**src/hdl/assert_macros.svh**
```systemverilog
// Assertion macros shared by the RTL.
`ifndef ASSERT_MACROS_SVH
`define ASSERT_MACROS_SVH
`ifndef SYNTH
`define CHK_IMPL(label, clk, rst_n, ante, cons) \
	label: assert property (@(posedge clk) disable iff (!rst_n) (ante) |-> (cons)) \
		else $error("check failed");
`define CHK_NEXT(label, clk, rst_n, ante, cons) \
	label: assert property (@(posedge clk) disable iff (!rst_n) (ante) |=> (cons)) \
		else $error("check failed");
`else
`define CHK_IMPL(label, clk, rst_n, ante, cons)
`define CHK_NEXT(label, clk, rst_n, ante, cons)
`endif
`endif

```
**src/hdl/dbl_split_pkg.sv**
```systemverilog
// ----------------------------------------------------------------------------
// dbl_split_pkg
// Shared constants and types for the binary64 integer/fraction split.
// ----------------------------------------------------------------------------
package dbl_split_pkg;
	localparam int MantBits = 52;
	localparam logic [10:0] ExpAllOnes = 11'h7ff;
	localparam logic [10:0] ExpBias = 11'd1023;

	// fields decoded from the operand, carried into the result stage
	typedef struct packed {
		logic [63:0] x;
		logic        special;   // inf or nan
		logic        below_one; // magnitude below one
		logic        exact;     // e >= 52
		logic [5:0]  e;         // unbiased exponent, 0..51 when used
	} dec_t;
endpackage

```
**src/hdl/dbl_split_dec.sv**
```systemverilog
// ----------------------------------------------------------------------------
// dbl_split_dec
// Classify the operand and extract its unbiased exponent.
// ----------------------------------------------------------------------------
module dbl_split_dec (
	input  logic [63:0]               x,
	output dbl_split_pkg::dec_t       dec
);
	logic [10:0] bexp;
	logic [10:0] ue;
	assign bexp = x[62:52];
	assign ue = bexp - dbl_split_pkg::ExpBias;
	always_comb begin
		dec.x = x;
		dec.special = (bexp == dbl_split_pkg::ExpAllOnes);
		dec.below_one = (bexp < dbl_split_pkg::ExpBias);
		dec.exact = !dec.below_one && (ue >= 11'(dbl_split_pkg::MantBits));
		dec.e = ue[5:0];
	end
endmodule

```
**src/hdl/dbl_split_core.sv**
```systemverilog
// ----------------------------------------------------------------------------
// dbl_split_core
// Mask off fraction bits, normalize the remainder, build both results.
// ----------------------------------------------------------------------------
module dbl_split_core (
	input  dbl_split_pkg::dec_t dec,
	output logic [63:0]         ip,
	output logic [63:0]         fr
);
	logic [51:0] fmask, r, rn;
	logic [5:0]  lz;
	logic [63:0] sgn;
	logic [10:0] nexp;
	always_comb begin
		sgn = {dec.x[63], 63'd0};
		fmask = 52'hf_ffff_ffff_ffff >> dec.e;
		r = dec.x[51:0] & fmask;
		lz = 6'd0;
		for (int i = 0; i < 52; i++) begin
			if (r[i]) lz = 6'(51 - i);
		end
		rn = r << lz;
		// msb index p = 51-lz; exponent = bexp + p - 52
		nexp = dec.x[62:52] - 11'd1 - 11'(lz);
		if (dec.special) begin
			ip = dec.x;
			fr = (dec.x[51:0] != 52'd0) ? dec.x : sgn;
		end else if (dec.below_one) begin
			ip = (dec.x[62:0] == 63'd0) ? 64'd0 : sgn;
			fr = dec.x;
		end else if (dec.exact) begin
			ip = dec.x;
			fr = sgn;
		end else begin
			ip = {dec.x[63:52], dec.x[51:0] & ~fmask};
			fr = (r == 52'd0) ? sgn : {dec.x[63], nexp, rn[50:0], 1'b0};
		end
	end
endmodule

```
**src/hdl/double_integer_fraction_split.sv**
```systemverilog
// ----------------------------------------------------------------------------
// double_integer_fraction_split
// Split a binary64 value into integer and fractional parts.
// ----------------------------------------------------------------------------
// channel | signals                                   | dir
// in      | valid, ready, value_bits                  | in
// out     | out_valid, out_ready, integer/fraction    | out
// One item per cycle unless out_ready stalls; input, then result register.
// Decode sits before the input register, mask/normalize before the result one.
// Reset clears valid flags only. A stalled result holds while the next item
// waits in the input stage; ready drops only when both stages are full.
module double_integer_fraction_split (
	input  logic        clk,
	input  logic        arst_n,
	input  logic        valid,
	output logic        ready,
	input  logic [63:0] value_bits,
	output logic        out_valid,
	input  logic        out_ready,
	output logic [63:0] integer_part_bits,
	output logic [63:0] fraction_bits
);
`include "assert_macros.svh"
	dbl_split_pkg::dec_t dec_c, dec_s1;
	logic        v_s1, v_s2;
	logic [63:0] ip_c, fr_c;
	logic        adv2;

	dbl_split_dec u_dec (.x(value_bits), .dec(dec_c));
	dbl_split_core u_core (.dec(dec_s1), .ip(ip_c), .fr(fr_c));

	assign adv2 = v_s1 && (!v_s2 || out_ready);
	assign ready = !v_s1 || adv2;
	assign out_valid = v_s2;

	always_ff @(posedge clk or negedge arst_n) begin
		if (!arst_n) begin
			v_s1 <= 1'b0;
			v_s2 <= 1'b0;
		end else begin
			if (ready) v_s1 <= valid;
			if (adv2) v_s2 <= 1'b1;
			else if (out_ready) v_s2 <= 1'b0;
		end
	end

	always_ff @(posedge clk) begin
		if (ready && valid) dec_s1 <= dec_c;
		if (adv2) begin
			integer_part_bits <= ip_c;
			fraction_bits <= fr_c;
		end
	end

	`CHK_NEXT(a_hold, clk, arst_n, out_valid && !out_ready, out_valid && $stable(fraction_bits))
	`CHK_IMPL(a_ready, clk, arst_n, !ready, v_s1 && v_s2)
	`CHK_NEXT(a_fill, clk, arst_n, valid && ready, v_s1)
endmodule

```
**config.mk**
```make
export PLATFORM = sky130hd
export DESIGN_NAME = double_integer_fraction_split
export DESIGN_NICKNAME = d
export VERILOG_FILES = /design/src/hdl/dbl_split_pkg.sv /design/src/hdl/dbl_split_dec.sv /design/src/hdl/dbl_split_core.sv /design/src/hdl/double_integer_fraction_split.sv
export VERILOG_INCLUDE_DIRS = /design/src /design/src/hdl
export SDC_FILE = /design/constraint.sdc
export NUM_CORES = 1
export LEC_CHECK = 0
export ABC_AREA = 1
export BUFFER_PORTS_ARGS = -buffer_cell sky130_fd_sc_hd__clkbuf_2
export CELL_PAD_IN_SITES_DETAIL_PLACEMENT = 2
export CELL_PAD_IN_SITES_GLOBAL_PLACEMENT = 2
export CORE_UTILIZATION = 36
export CTS_BUF_LIST = sky130_fd_sc_hd__clkbuf_4 sky130_fd_sc_hd__clkbuf_8 sky130_fd_sc_hd__clkbuf_16
export CTS_CLUSTER_DIAMETER = 80
export DETAILED_ROUTE_END_ITERATION = 8
export PLACE_DENSITY_LB_ADDON = 0.1
export SETUP_SLACK_MARGIN = 0.5
export SLEW_MARGIN = 20
export SYNTH_ARGS = -nofsm -noshare
export SYNTH_HDL_FRONTEND = slang
export SYNTH_SLANG_ARGS = --single-unit
```
**constraint.sdc**
```tcl
create_clock -name clk -period 20.5 [get_ports clk]
set_input_delay 4.1 -clock clk [delete_from_list [all_inputs] [get_ports clk]]
set_output_delay 4.1 -clock clk [all_outputs]
set_load 0.005 [all_outputs]
```
# Yosys cells after proc, flatten, opt, wreduce, memory -nomap -nowiden

Cells that the tools add are included.

Input bits: 68
Output and inout bits: 130
Logic and storage cells: 95
Register bits after elaboration: 203

Shifts and indexed selects: 2
Equal/unequal tests: 1
Bitwise logic cells: 3
Multiplexer cells: 63
Order comparisons: 2
Reductions and logical operators: 12
Add/sub/neg operators: 3

Operators with widths:

| operator                                                     | count |
|---|---|
| two-way mux 63 bit                                           | 5 |
| two-way mux 6 bit                                            | 52 |
| two-way mux 64 bit                                           | 3 |
| bitwise AND 52 bit                                           | 2 |
| logical NOT 63 bit                                           | 1 |
| logical NOT 52 bit                                           | 1 |
| two-way mux 52 bit                                           | 1 |
| NOT 52 bit                                                   | 1 |
| nonzero test 52 bit                                          | 1 |
| << shifter 52 x 6 -> 51 bit                                  | 1 |
| >> shifter 52 x 6 -> 52 bit, first input constant            | 1 |
| equality test 11 bit, second input constant                  | 1 |
| >= comparator 11 x 6 -> 1 bit, second input constant         | 1 |
| less-than comparator 11 x 10 -> 1 bit, second input constant | 1 |
| subtractor 11 x 1 -> 11 bit, second input constant           | 1 |
| subtractor 11 x 10 -> 11 bit, second input constant          | 1 |
| subtractor 11 x 6 -> 11 bit                                  | 1 |
| logical AND 1 bit                                            | 3 |
| logical NOT 1 bit                                            | 3 |
| logical OR 1 bit                                             | 2 |
| two-way mux 1 bit                                            | 2 |
| nonzero test 2 bit                                           | 1 |

# Depth between registers and ports, before layout

Depth after elaboration: 59
Depth in mapped cells: 68
Depth with buffers taken out: 67

# Hierarchy

From an unflattened synthesis, not the netlist that was laid out.

Cell total of the unflattened synthesis: 1,719
Area total of the unflattened synthesis: 13,205.2 µm²

Modules (own cells, without submodules):

| module                        | area each (µm²) | times used | cells each |
|---|---|---|---|
| dbl_split_core                | 6,266.0         | 1          | 1,377 |
| double_integer_fraction_split | 6,130.9         | 1          | 213 |
| dbl_split_dec                 | 808.3           | 1          | 129 |

# Least setup slack after synthesis

No wires, ideal clock.

Kind: input port to flip-flop
Start: in out_ready
End: reg fraction_bits[0] (enable)
Stages: 2
Data arrival time: 10.299 ns
Data required time: 19.843 ns
Setup slack: 9.543 ns
Cell sequence: inv_1 a21oi_1

Word-level cells in the longest chain between the ends: 2

RTL lines:

| item                 | RTL line                            | text |
|---|---|---|
| from (decl)          | double_integer_fraction_split.sv:19 | `input logic out_ready,` |
| logical OR 1 bit     | double_integer_fraction_split.sv:32 | `assign adv2 = v_s1 && (!v_s2 \|\| out_ready);` |
| logical AND 1 bit    | double_integer_fraction_split.sv:32 |  |
| via adv2             | double_integer_fraction_split.sv:27 | `logic adv2;` |
| to (signal assigned) | double_integer_fraction_split.sv:51 | `fraction_bits <= fr_c;` |
| to (decl)            | double_integer_fraction_split.sv:21 | `output logic [63:0] fraction_bits` |

The timed path passes the listed nets, and every way through them passes these cells.
A chain may end at the register's enable or synchronous reset.

# Worst setup path in the final report

Start: in out_ready
End: out ready

Word-level cells in the longest chain between the ends: 3

RTL lines:

| item              | RTL line                            | text |
|---|---|---|
| logical OR 1 bit  | double_integer_fraction_split.sv:32 |  |
| logical AND 1 bit | double_integer_fraction_split.sv:32 |  |
| logical OR 1 bit  | double_integer_fraction_split.sv:33 | `assign ready = !v_s1 \|\| adv2;` |
| to (decl)         | double_integer_fraction_split.sv:16 | `output logic ready,` |

No other way between the ends.

==> run_results.csv <==
group,metric,value,unit
detailed_routing,avgViaCountPerCell,5.90,
floorplanning,start_util,36.5,%
detailed_routing,ant_nets,0,
sta,maxSlewHeadroom,23.8,%
detailed_routing,totalWireLength,64300,um
setup_path,arrival,4.60,ns
clock_tree,post_cts_buffers,0,
floorplanning,die-area,35800,um2
floorplanning,core,34500,um2
final_layout,final_area,14800,um2
sta,fmax,115,MHz
synth,yosys.cell_types.count,41,
synth,synth_edf_count,201,
power_and_ir_drop,total_power,1.63,mW
detailed_routing,vias,13300,
clock_tree,path_clk_slew,0.06,ns
clock_tree,clk_path_buf_depth,3,
clock_tree,cts_tree,"done",
floorplanning,fp.dieH,189,um
floorplanning,fp.dieW,189,um
power_and_ir_drop,irDropWorstVdd,0.0599,mV
synth,synth_top_area_share,47.8,%
global_route,grt_use_total,35.8,%
placement,placed_cell_area,14000,um2
sta,hold_viol,0,
hold_path,hold_path_class,"flop to flop",
setup_path,critical_path_class,"input port to output pin",
synth,yosysWarnings,0,
setup_path,crit_required,16.40,ns
run,maxCapViolCount,0,
detailed_routing,routedWlPerCell,28.5,um
global_route,grt_pass1_wl,94300,um
detailed_routing,drtPass1Iterations,5,
global_route,antenna_found_initial,0,
power_and_ir_drop,leakagePower,6.71,nW
synth,ys.flop_type,"edfxtp_1",
sta,finalCritPeriodShare,42.4,%
synth,synth-seq-area-share,48.2,%
clock_tree,htreeDepth,1,
final_layout,final_cells,2258,
clock_tree,cts_resized,0,
final_layout,mostFrequentLayoutCells,"394 x nand3_1, 367 x nand2_1, 201 x edfxtp_1",
clock_tree,clock-sinks,203,
detailed_routing,drt_iter0_drc,1113,
sta,period_minus_slack,8.70,ns
synth,synth_largest_area_cell,"edfxtp_1",
final_layout,syn2layout_area_growth,17.4,%
setup_path,critPathMaxFanout,3,
sta,finalClockSkew,0.0198,ns
final_layout,antennaDiodeCount,0,
clock_tree,clk_latency,0.54,ns
floorplanning,ioPinCount,198,
clock_tree,numCtsBuffers,24,
synth,syn_avg_cell_area,7.79,um2
synth,syn-num-nets,1697,
sta,setup_tns,0,ns
synth,synthCells,1620,
global_route,grt.overflow.total,0,
sta,tightest_slew,1.14,ns
synth,syn_area,12600,um2
sta,setup_viol,0,
sta,slew_viol_final,0,
setup_path,critPathLaunchType,"input port",
detailed_routing,route.detailed.drc,0,
final_layout,drive_gt1_share,15.3,%
status,status,"finished clean",
sta,rsz0062_at_grt,"no",
synth,synth_seq_cells,203,
clock_tree,holdBufCountCts,0,
placement,placed_cells,2214,
placement,numPortBuffers,197,
final_layout,final_common_cell,"nand3_1",
floorplanning,placement_rows,68,
global_route,grt_pass1_vias,14200,
placement,gp_congestion,0.922,
final_layout,num-nets-final,1862,
global_route,grt_max_degree,80,
setup_path,endpoint_kind,"output pin",
power_and_ir_drop,power_density,110,nW/um2
synth,synthTopCellsByArea,"edfxtp_1 48%, nand3_1 16%, nand2_1 11%",
clock_tree,root_buffer,"clkbuf_16",
synth,async_flop_share,0.985,%
placement,dpl.hpwl,48800,um
## where the power goes
part,internal (mW),switching (mW)
logic,0.169,0.480
registers,0.517,0.0266
clock network,0.264,0.178
## registers in the layout, indices dropped and copies added (netlist names)
signal,count
out_valid,1
fraction_bits,64
integer_part_bits,64
dec_s1,73
v_s1,1
## cell families (layout without fill, tap and decap cells)
kind of cell	count (synthesis)	in the layout	synth area share, %
compound gates	184	184	8.41
xor+xnor	12	12	0.833
fa+ha+maj	9	9	0.952
buf+inv	254	437	8.03
flops	203	203	48.2
simple gates	958	958	33.6
## through the flow
| step | setup slack, ns | hold slack, ns | utilization (%) |
|---|---|---|---|
| global route | 11.77 | 0.544 | 42.9 |
| finish | 11.80 | 0.537 | 42.9 |
| CTS | 11.79 | 0.544 | 42.9 |
| global placement | 11.85 | 0.501 | 40.6 |
| detailed placement | 11.80 | 0.529 | 40.6 |
| floorplan | 9.54 | 0.426 | - |
## critical path, stage by stage
cell and delay, ns:
clkbuf_2 0.08, inv_1 0.13, nand3_1 0.15, clkbuf_2 0.14
## cell type report
type,instances,area (um2)
multi-input cells,1163,5560
repair buffers,221,1170
clock inverters,15,144
clock buffers,29,656
fillers,4067,19700
flip-flops and latches,203,6090
well taps,455,569
inverters,172,646
## synth_stat cells, types with 12 or more instances
library cell,instances
nor2_1,135
edfxtp_1,201
nand3_1,394
a211oi_1,12
o211ai_1,16
o21ai_0,58
nand2_1,367
inv_1,161
nand4_1,18
o22ai_1,18
a21oi_1,50
nor3_1,20
o21ai_1,14
clkbuf_1,58
## layer usage
| layer | routed length (um) | GRT usage, % | vias to the layer above |
|---|---|---|---|
| li1 | - | - | 5913 |
| met4 | 3260 | 16.0 | 0 |
| met5 | 0 | 0 | - |
| met3 | 3930 | 4.45 | 154 |
| met2 | 30700 | 59.9 | 594 |
| met1 | 26500 | 46.4 | 6660 |
## final timing paths
| path | start | end | slack (ns) | cells after the start |
|---|---|---|---|---|
| setup / recovery | out_ready | ready | 11.80 | 4 |
| hold / removal | dec_s1[72]$_DFFE_PP_ | fraction_bits[63]$_DFFE_PP_ | 0.54 | 0 |
| setup reg to reg | dec_s1[4]$_DFFE_PP_ | fraction_bits[61]$_DFFE_PP_ | 13.09 | 66 |
| hold reg to reg | dec_s1[72]$_DFFE_PP_ | fraction_bits[63]$_DFFE_PP_ | 0.54 | 0 |
| max in group asynchronous | arst_n | v_s1$_DFFE_PN0N_ | 17.06 | 1 |
| min in group asynchronous | arst_n | out_valid$_DFFE_PN0P_ | 3.34 | 1 |
Power figures use the tool's default switching activity.
